**config.mk**
```make
export PLATFORM = sky130hd
export DESIGN_NAME = jpeg_chroma_fancy_upsample_unit
export DESIGN_NICKNAME = d
export VERILOG_FILES = /design/src/rtl/jcfu_pkg.sv /design/src/rtl/jcfu_front.sv /design/src/rtl/jcfu_calc.sv /design/src/rtl/jcfu_emit.sv /design/src/rtl/jpeg_chroma_fancy_upsample_unit.sv
export VERILOG_INCLUDE_DIRS = /design/src /design/src/rtl
export SDC_FILE = /design/constraint.sdc
export NUM_CORES = 1
export LEC_CHECK = 0
export ABC_AREA = 1
export ABC_CLOCK_PERIOD_IN_PS = 3800
export CAP_MARGIN = 20
export CORE_UTILIZATION = 59
export CTS_BUF_LIST = sky130_fd_sc_hd__clkbuf_16
export CTS_CLUSTER_DIAMETER = 120
export DETAILED_ROUTE_END_ITERATION = 7
export DONT_BUFFER_PORTS = 1
export GPL_TIMING_DRIVEN = 0
export PLACE_DENSITY = 0.84
export SYNTH_ARGS = -nofsm -noshare
export SYNTH_HDL_FRONTEND = slang
export SYNTH_HIERARCHICAL = 1
export SYNTH_SLANG_ARGS = --single-unit
```
**constraint.sdc**
```tcl
create_clock -name clk -period 3.8 [get_ports clk]
set_input_delay 0.38 -clock clk [delete_from_list [all_inputs] [get_ports clk]]
set_output_delay 0.38 -clock clk [all_outputs]
set_load 0.005 [all_outputs]
```
**src/rtl/jpeg_chroma_fancy_upsample_unit_defines.svh**
```systemverilog
// Assertion macros shared by the chroma upsampler modules.
`ifndef JPEG_CHROMA_FANCY_UPSAMPLE_UNIT_DEFINES_SVH
`define JPEG_CHROMA_FANCY_UPSAMPLE_UNIT_DEFINES_SVH

// Condition holds at every edge outside reset.
`define JCFU_ASSERT_ALWAYS(label, cond, msg) \
  label: assert property (@(posedge clk) disable iff (rst) (cond)) else $error(msg);

// Antecedent at one edge implies the consequent at the next.
`define JCFU_ASSERT_NEXT(label, ante, cons, msg) \
  label: assert property (@(posedge clk) disable iff (rst) (ante) |=> (cons)) \
    else $error(msg);

`endif

```
**src/rtl/jcfu_pkg.sv**
```systemverilog
// Package: types, mode codes and helpers for the chroma upsampler.
`timescale 1ns / 1ps
package jcfu_pkg;

  localparam logic [1:0] MODE_VERT  = 2'd0;
  localparam logic [1:0] MODE_HORIZ = 2'd1;
  localparam logic [1:0] MODE_2X2   = 2'd2;

  localparam int MaxResults = 3;

  // input register contents, with the row state seen at acceptance
  typedef struct packed {
    logic [7:0] c;
    logic [9:0] t;
    logic       last;
    logic [9:0] p;
    logic       start;
    logic [1:0] mode;
  } item_t;

  // results of one item
  typedef struct packed {
    logic [MaxResults-1:0][7:0] bytes;
    logic [1:0]                 count;
    logic                       last;
  } res_t;

  function automatic logic [7:0] sat8(input logic [10:0] v);
    sat8 = (v > 11'd255) ? 8'd255 : v[7:0];
  endfunction

endpackage

```
**src/rtl/jcfu_front.sv**
```systemverilog
// Input register, mode register and row state of the chroma upsampler.
`timescale 1ns / 1ps
`include "jpeg_chroma_fancy_upsample_unit_defines.svh"
module jcfu_front (
  input  logic          clk,
  input  logic          rst,
  input  logic          cfg_write,
  input  logic [1:0]    cfg_data,
  input  logic          in_valid,
  output logic          in_stall,
  input  logic [7:0]    near_sample,
  input  logic [7:0]    far_sample,
  input  logic          last_in_row,
  input  logic          take,
  output logic          item_valid,
  output jcfu_pkg::item_t item
);
  import jcfu_pkg::*;

  logic [1:0] mode;
  logic [9:0] prev;
  logic       start;
  logic [9:0] t_in;
  logic       accept;

  assign t_in     = {2'b00, near_sample} + {1'b0, near_sample, 1'b0} + {2'b00, far_sample};
  assign in_stall = item_valid && !take;
  assign accept   = in_valid && !in_stall;

  always_ff @(posedge clk) begin
    if (rst) begin
      mode       <= MODE_VERT;
      prev       <= '0;
      start      <= 1'b1;
      item_valid <= 1'b0;
    end else begin
      if (cfg_write) begin
        mode <= cfg_data;
      end
      if (accept) begin
        item_valid <= 1'b1;
        start      <= last_in_row;
        case (mode)
          MODE_VERT:  prev <= prev;
          MODE_HORIZ: prev <= {2'b00, near_sample};
          default:    prev <= t_in;
        endcase
      end else if (take) begin
        item_valid <= 1'b0;
      end
    end
  end

  always_ff @(posedge clk) begin
    if (accept) begin
      item.c     <= near_sample;
      item.t     <= t_in;
      item.last  <= last_in_row;
      item.p     <= prev;
      item.start <= start;
      item.mode  <= mode;
    end
  end

  `JCFU_ASSERT_NEXT(a_mode_write, cfg_write, mode == $past(cfg_data), "mode register missed a write")
  `JCFU_ASSERT_NEXT(a_row_start, accept && last_in_row, start, "row start not set after row end")
  `JCFU_ASSERT_NEXT(a_item_hold, item_valid && !take, item_valid && $stable(item), "held item lost")

endmodule

```
**src/rtl/jcfu_calc.sv**
```systemverilog
// Filter arithmetic: all result bytes of one item.
`timescale 1ns / 1ps
module jcfu_calc (
  input  jcfu_pkg::item_t item,
  output jcfu_pkg::res_t  res
);
  import jcfu_pkg::*;

  logic [12:0] c13, t13, p13;
  logic [12:0] h_a, h_b, q_x, q_y, e_s, v_s;
  logic [7:0]  h_a8, h_b8, q_x8, q_y8, e8, v8;

  assign c13 = {5'b0, item.c};
  assign t13 = {3'b0, item.t};
  assign p13 = {3'b0, item.p};

  assign h_a = (p13 << 1) + p13 + c13 + 13'd2;
  assign h_b = (c13 << 1) + c13 + p13 + 13'd2;
  assign q_x = (p13 << 1) + p13 + t13 + 13'd8;
  assign q_y = (t13 << 1) + t13 + p13 + 13'd8;
  assign e_s = t13 + 13'd2;
  assign v_s = e_s;

  assign h_a8 = sat8(h_a[12:2]);
  assign h_b8 = sat8(h_b[12:2]);
  assign q_x8 = sat8({2'b00, q_x[12:4]});
  assign q_y8 = sat8({2'b00, q_y[12:4]});
  assign e8   = sat8(e_s[12:2]);
  assign v8   = sat8(v_s[12:2]);

  always_comb begin
    res.last  = item.last;
    res.bytes = '0;
    res.count = 2'd1;
    case (item.mode)
      MODE_VERT: begin
        res.bytes[0] = v8;
      end
      MODE_HORIZ: begin
        if (item.start) begin
          res.bytes[0] = item.c;
          res.bytes[1] = item.c;
          res.count    = item.last ? 2'd2 : 2'd1;
        end else begin
          res.bytes[0] = h_a8;
          res.bytes[1] = item.last ? h_a8 : h_b8;
          res.bytes[2] = item.c;
          res.count    = item.last ? 2'd3 : 2'd2;
        end
      end
      default: begin
        if (item.start) begin
          res.bytes[0] = e8;
          res.bytes[1] = e8;
          res.count    = item.last ? 2'd2 : 2'd1;
        end else begin
          res.bytes[0] = q_x8;
          res.bytes[1] = q_y8;
          res.bytes[2] = e8;
          res.count    = item.last ? 2'd3 : 2'd2;
        end
      end
    endcase
  end

endmodule

```
**src/rtl/jcfu_emit.sv**
```systemverilog
// Result register and byte sequencer on the output channel.
`timescale 1ns / 1ps
`include "jpeg_chroma_fancy_upsample_unit_defines.svh"
module jcfu_emit (
  input  logic          clk,
  input  logic          rst,
  input  logic          item_valid,
  input  jcfu_pkg::res_t res,
  output logic          take,
  output logic          out_valid,
  input  logic          out_stall,
  output logic [7:0]    out_sample,
  output logic          last_of_run,
  output logic          row_done
);
  import jcfu_pkg::*;

  logic [MaxResults-1:0][7:0] bytes;
  logic [1:0] count;
  logic [1:0] idx;
  logic       rlast;
  logic       busy;
  logic       beat;
  logic       final_beat;

  assign final_beat = (idx == (count - 2'd1));
  assign beat       = busy && !out_stall;
  assign take       = item_valid && (!busy || (beat && final_beat));

  assign out_valid   = busy;
  assign out_sample  = bytes[idx];
  assign last_of_run = final_beat;
  assign row_done    = final_beat && rlast;

  always_ff @(posedge clk) begin
    if (rst) begin
      busy  <= 1'b0;
      idx   <= '0;
      count <= 2'd1;
    end else if (take) begin
      busy  <= 1'b1;
      idx   <= '0;
      count <= res.count;
    end else if (beat) begin
      if (final_beat) begin
        busy <= 1'b0;
        idx  <= '0;
      end else begin
        idx <= idx + 2'd1;
      end
    end
  end

  always_ff @(posedge clk) begin
    if (take) begin
      bytes <= res.bytes;
      rlast <= res.last;
    end
  end

  `JCFU_ASSERT_ALWAYS(a_idx_range, !busy || (count != 2'd0 && idx < count), "beat index out of range")
  `JCFU_ASSERT_ALWAYS(a_row_done, !(out_valid && row_done) || last_of_run, "row end not on final beat")
  `JCFU_ASSERT_NEXT(a_drain, beat && final_beat && !item_valid, !out_valid, "extra beat after run")

endmodule

```
**src/rtl/jpeg_chroma_fancy_upsample_unit.sv**
```systemverilog
// Top level of the JPEG fancy chroma upsampler.
// An accepted item waits in the input register until the sequencer takes it
// into the result register. Throughput: one byte per cycle on the output while
// out_stall is low; 1 result byte per item in vertical mode, 1 to 3 otherwise.
// Reset: rst clears the mode to vertical, the previous value to zero and
// marks the next item as the first of a row; both channels come up empty.
`timescale 1ns / 1ps
module jpeg_chroma_fancy_upsample_unit (
  input  logic       clk,
  input  logic       rst,
  input  logic       cfg_write,
  input  logic [1:0] cfg_data,
  input  logic       in_valid,
  output logic       in_stall,
  input  logic [7:0] near_sample,
  input  logic [7:0] far_sample,
  input  logic       last_in_row,
  output logic       out_valid,
  input  logic       out_stall,
  output logic [7:0] out_sample,
  output logic       last_of_run,
  output logic       row_done
);
  import jcfu_pkg::*;

  item_t item;
  res_t  res;
  logic  item_valid;
  logic  take;

  jcfu_front u_front (
    .clk         (clk),
    .rst         (rst),
    .cfg_write   (cfg_write),
    .cfg_data    (cfg_data),
    .in_valid    (in_valid),
    .in_stall    (in_stall),
    .near_sample (near_sample),
    .far_sample  (far_sample),
    .last_in_row (last_in_row),
    .take        (take),
    .item_valid  (item_valid),
    .item        (item)
  );

  jcfu_calc u_calc (
    .item (item),
    .res  (res)
  );

  jcfu_emit u_emit (
    .clk         (clk),
    .rst         (rst),
    .item_valid  (item_valid),
    .res         (res),
    .take        (take),
    .out_valid   (out_valid),
    .out_stall   (out_stall),
    .out_sample  (out_sample),
    .last_of_run (last_of_run),
    .row_done    (row_done)
  );

endmodule

```
==> results by group <==
Synth
  – Sequential cell area fraction in the yosys report: 28.6%
  – Count of synthesis-stage warnings from yosys: 6
  – Post-Synthesis Net Count: 1078
  – Post-synth EDFFs: 57
  – Cell count after synthesis: 947
  – Post-synthesis cell type count: 47
  – Dominant synthesized flop cell: edfxtp_1
  – Synthesized flop and latch total: 76
  – Netlist area before placement: about 7300 sq um
  – Share of synthesized flip-flops with an asynchronous set or reset: 0%
  – Post-Synthesis Mean Instance Area: 7.71 sq um

Clocking
  – Clock transition at the registers of the reported paths: 0.06 ns
  – Maximum root-to-sink buffer count: 2
  – Clock Sinks: 76
  – Number of buffers created by CTS: 9
  – Number of H-tree levels: 3
  – Clk_lat worst skew: 0.33 ns
  – TritonCTS clock tree: done
  – Root buffer selected by CTS: clkbuf_16

Detailed routing
  – Number of DRC markers in iteration 0: 450
  – Routed Wire Length: 17800 microns
  – Remaining antenna violation count after routing: 0
  – Routed wire per std cell: 15.4 microns
  – Post-route DRC violation count: 0
  – Vias after detailed routing: 6388
  – Vias per cell: 5.55
  – DR pass1 iterations: 5

STA
  – Final setup slack of the worst path: 0.00818 ns
  – Worst setup skew after layout: 0.00712 ns
  – Worst slew margin relative to its limit: 37.5%
  – Min Clock Period, post-route: 3.79 ns
  – Worst slew pin tran: 0.936 ns
  – Unrepaired setup endpoints after global routing: true
  – Setup Total Neg Slack: 0 ns
  – Final critical-path share of the clock period: 99.8%
  – Count of endpoints failing setup in the final report: 0
  – Final hold slack: 0.109 ns
  – Final-report max-slew violation count: 0
  – Maximum clock frequency: 264 MHz
  – Final count of hold timing violations: 0

Worst setup path
  – Critical path launch point type: register
  – Type of element capturing the critical path: register
  – Worst Setup Path Type: register to register
  – CP required: 3.87 ns
  – Number of cells traversed by the worst register-to-register path: 17
  – CP arrival: between 3 and 4 ns
  – Largest fanout on the critical path: 5

Floorplan
  – Area inside the core boundary: 12100 sq um
  – Die Ht: around 110 microns
  – Io pins: 36
  – Cell Rows: 40
  – Die span in x: between 100 and 150 microns
  – Die area: 12800 sq um
  – Starting density of the core: 60.6%

Finish
  – Utilization of the core after routing: 67.0%
  – Area growth from synthesis to layout: 10.7%
  – Highest-count cells in the layout ignoring fill and taps: 268 x nand2_1, 123 x inv_1, 75 x ha_1
  – Final cell count without fillers: 1152
  – Most common library cell in the layout ignoring fill and taps: nand2_1
  – # nets final: 1110
  – # diodes: 0
  – Fraction of final layout cells sized beyond drive strength 1: about an eighth

Global routing
  – Global-route track usage on met3: 2.89%
  – Layer with the highest usage: met2
  – First-pass GRT wire length: 28300 microns
  – Global routing met2 resource utilization: 50.5%
  – Number of global-route vias before repair: 6016
  – Total congestion overflow: 0
  – Global-route usage over all layers: 28.2%
  – Met1 Use GR: 34.6%
  – Pin count of the biggest net entering global routing: 36
  – Antenna violations before repair: 0

Worst hold path
  – Hold Path Depth: 1
  – Class of the worst hold path: primary input to register

Power
  – Leakage: 3.93 nW
  – Areal power density over the cells: about 550 nW/um^2
  – Peak VDD IR: between 0.2 and 0.25 mV

Placed design
  – Number of I/O port buffers: 0
  – HPWL Detailed: between 10000 and 15000 microns
  – Instance count after placement with tap cells included: 1115
  – Setup WS pre-CTS: -0.398 ns
  – Global placer's final weighted congestion: 0.925

Job
  – Maxcap violations: 0

Outcome
  – Run status: finished clean
==> cells by family after synthesis <==
group,after synthesis,synth area share (%)
AND/OR/NAND/NOR,449,27.8
AO/OA/AOI/OAI,131,10.4
XOR/XNOR,28,3.46
adder cells (fa/ha/maj),107,20.9
buffers and inverters,156,8.74
flip-flops,76,28.6
==> path summary, 6_finish.rpt <==
check | from | slack, ns | endpoint
min reg2reg | u_front/prev[4] | 0.43 | u_front/item[7]
min | rst | 0.11 | u_emit/out_valid
max | u_front/item[7] | 0.008 | u_emit/bytes[10]
max reg2reg | u_front/item[7] | 0.008 | u_emit/bytes[10]
==> layout make-up <==
type	instances	area, sq um
multi-input cells	715	4670
fillers	979	3980
flip-flops and latches	76	2090
inverters	138	518
clock buffers	9	225
well taps	168	210
repair buffers	21	178
plain buffers	18	120
clock inverters	7	67.6
==> registers in the layout, summed over array words and instances (netlist names) <==
register and flops:
u_front/mode 2, u_front/item 32, u_emit/rlast 1, u_emit/count 2
u_front/item_valid 1, u_emit/idx 2, u_emit/out_valid 1, u_emit/bytes 24
u_front/prev 10, u_front/start 1
==> synth_stat cells, types with 4 or more instances <==
cell	count	area, sq um
o21ai_1	5	25.0
xor2_1	15	131
nand4_1	16	100
a21oi_2	5	43.8
a21oi_1	58	290
nand2_4	6	67.6
buf_2	4	20.0
edfxtp_1	57	1710
nand3_2	6	60.1
ha_1	82	1030
nor2_1	46	173
xnor2_1	12	105
fa_1	25	500
nand3b_1	4	30.0
dfxtp_1	19	380
inv_1	125	469
clkbuf_1	7	26.3
nand2_1	270	1010
inv_2	11	41.3
nand2_2	8	50.1
nand3_1	76	380
buf_6	4	45.0
o21ai_0	41	205
==> worst max-delay path, cell delays in order, from the launching register on <==
cell      delay, ns
edfxtp_1       0.46
ha_1           0.43
nand2_1        0.10
nor2_1         0.20
a21oi_2        0.12
xnor2_2        0.25
ha_1           0.29
ha_1           0.39
nand2_2        0.10
nor3_2         0.13
nand2_1        0.13
a21oi_2        0.19
nand3_2        0.10
a21oi_4        0.23
buf_6          0.15
nand4_1        0.08
nand2_1        0.10
nand2_1        0.07
==> layer usage <==
metal  up-vias  share of wire (%)
li1       3180                  -
met1      2948                 43
met2       214                 49
met3        46                4.1
met4         0                3.5
met5         -                  0
==> power breakdown <==
part | internal (mW) | switching (mW) | leakage (nW) | total, mW
logic | 0.950 | 1.53 | 3.08 | 2.48
clock network | 0.505 | 0.321 | 0.143 | 0.826
registers | 1.01 | 0.0966 | 0.707 | 1.10
==> through the flow <==
stage	power, mW	area (sq um)
floorplan	2.88	7300
global placement	3.33	7510
detailed placement	3.40	7510
CTS	4.29	7970
global route	4.75	8080
finish	4.41	8080
==> repair_timing <==
item	CTS	global route
hold buffers	0	0
endpoints found under the setup margin	16	16
setup buffers	13	7
resized for setup	8	20
pin swaps	5	12
gates cloned	1	0
Note: power is estimated with default switching activity, not from simulation.
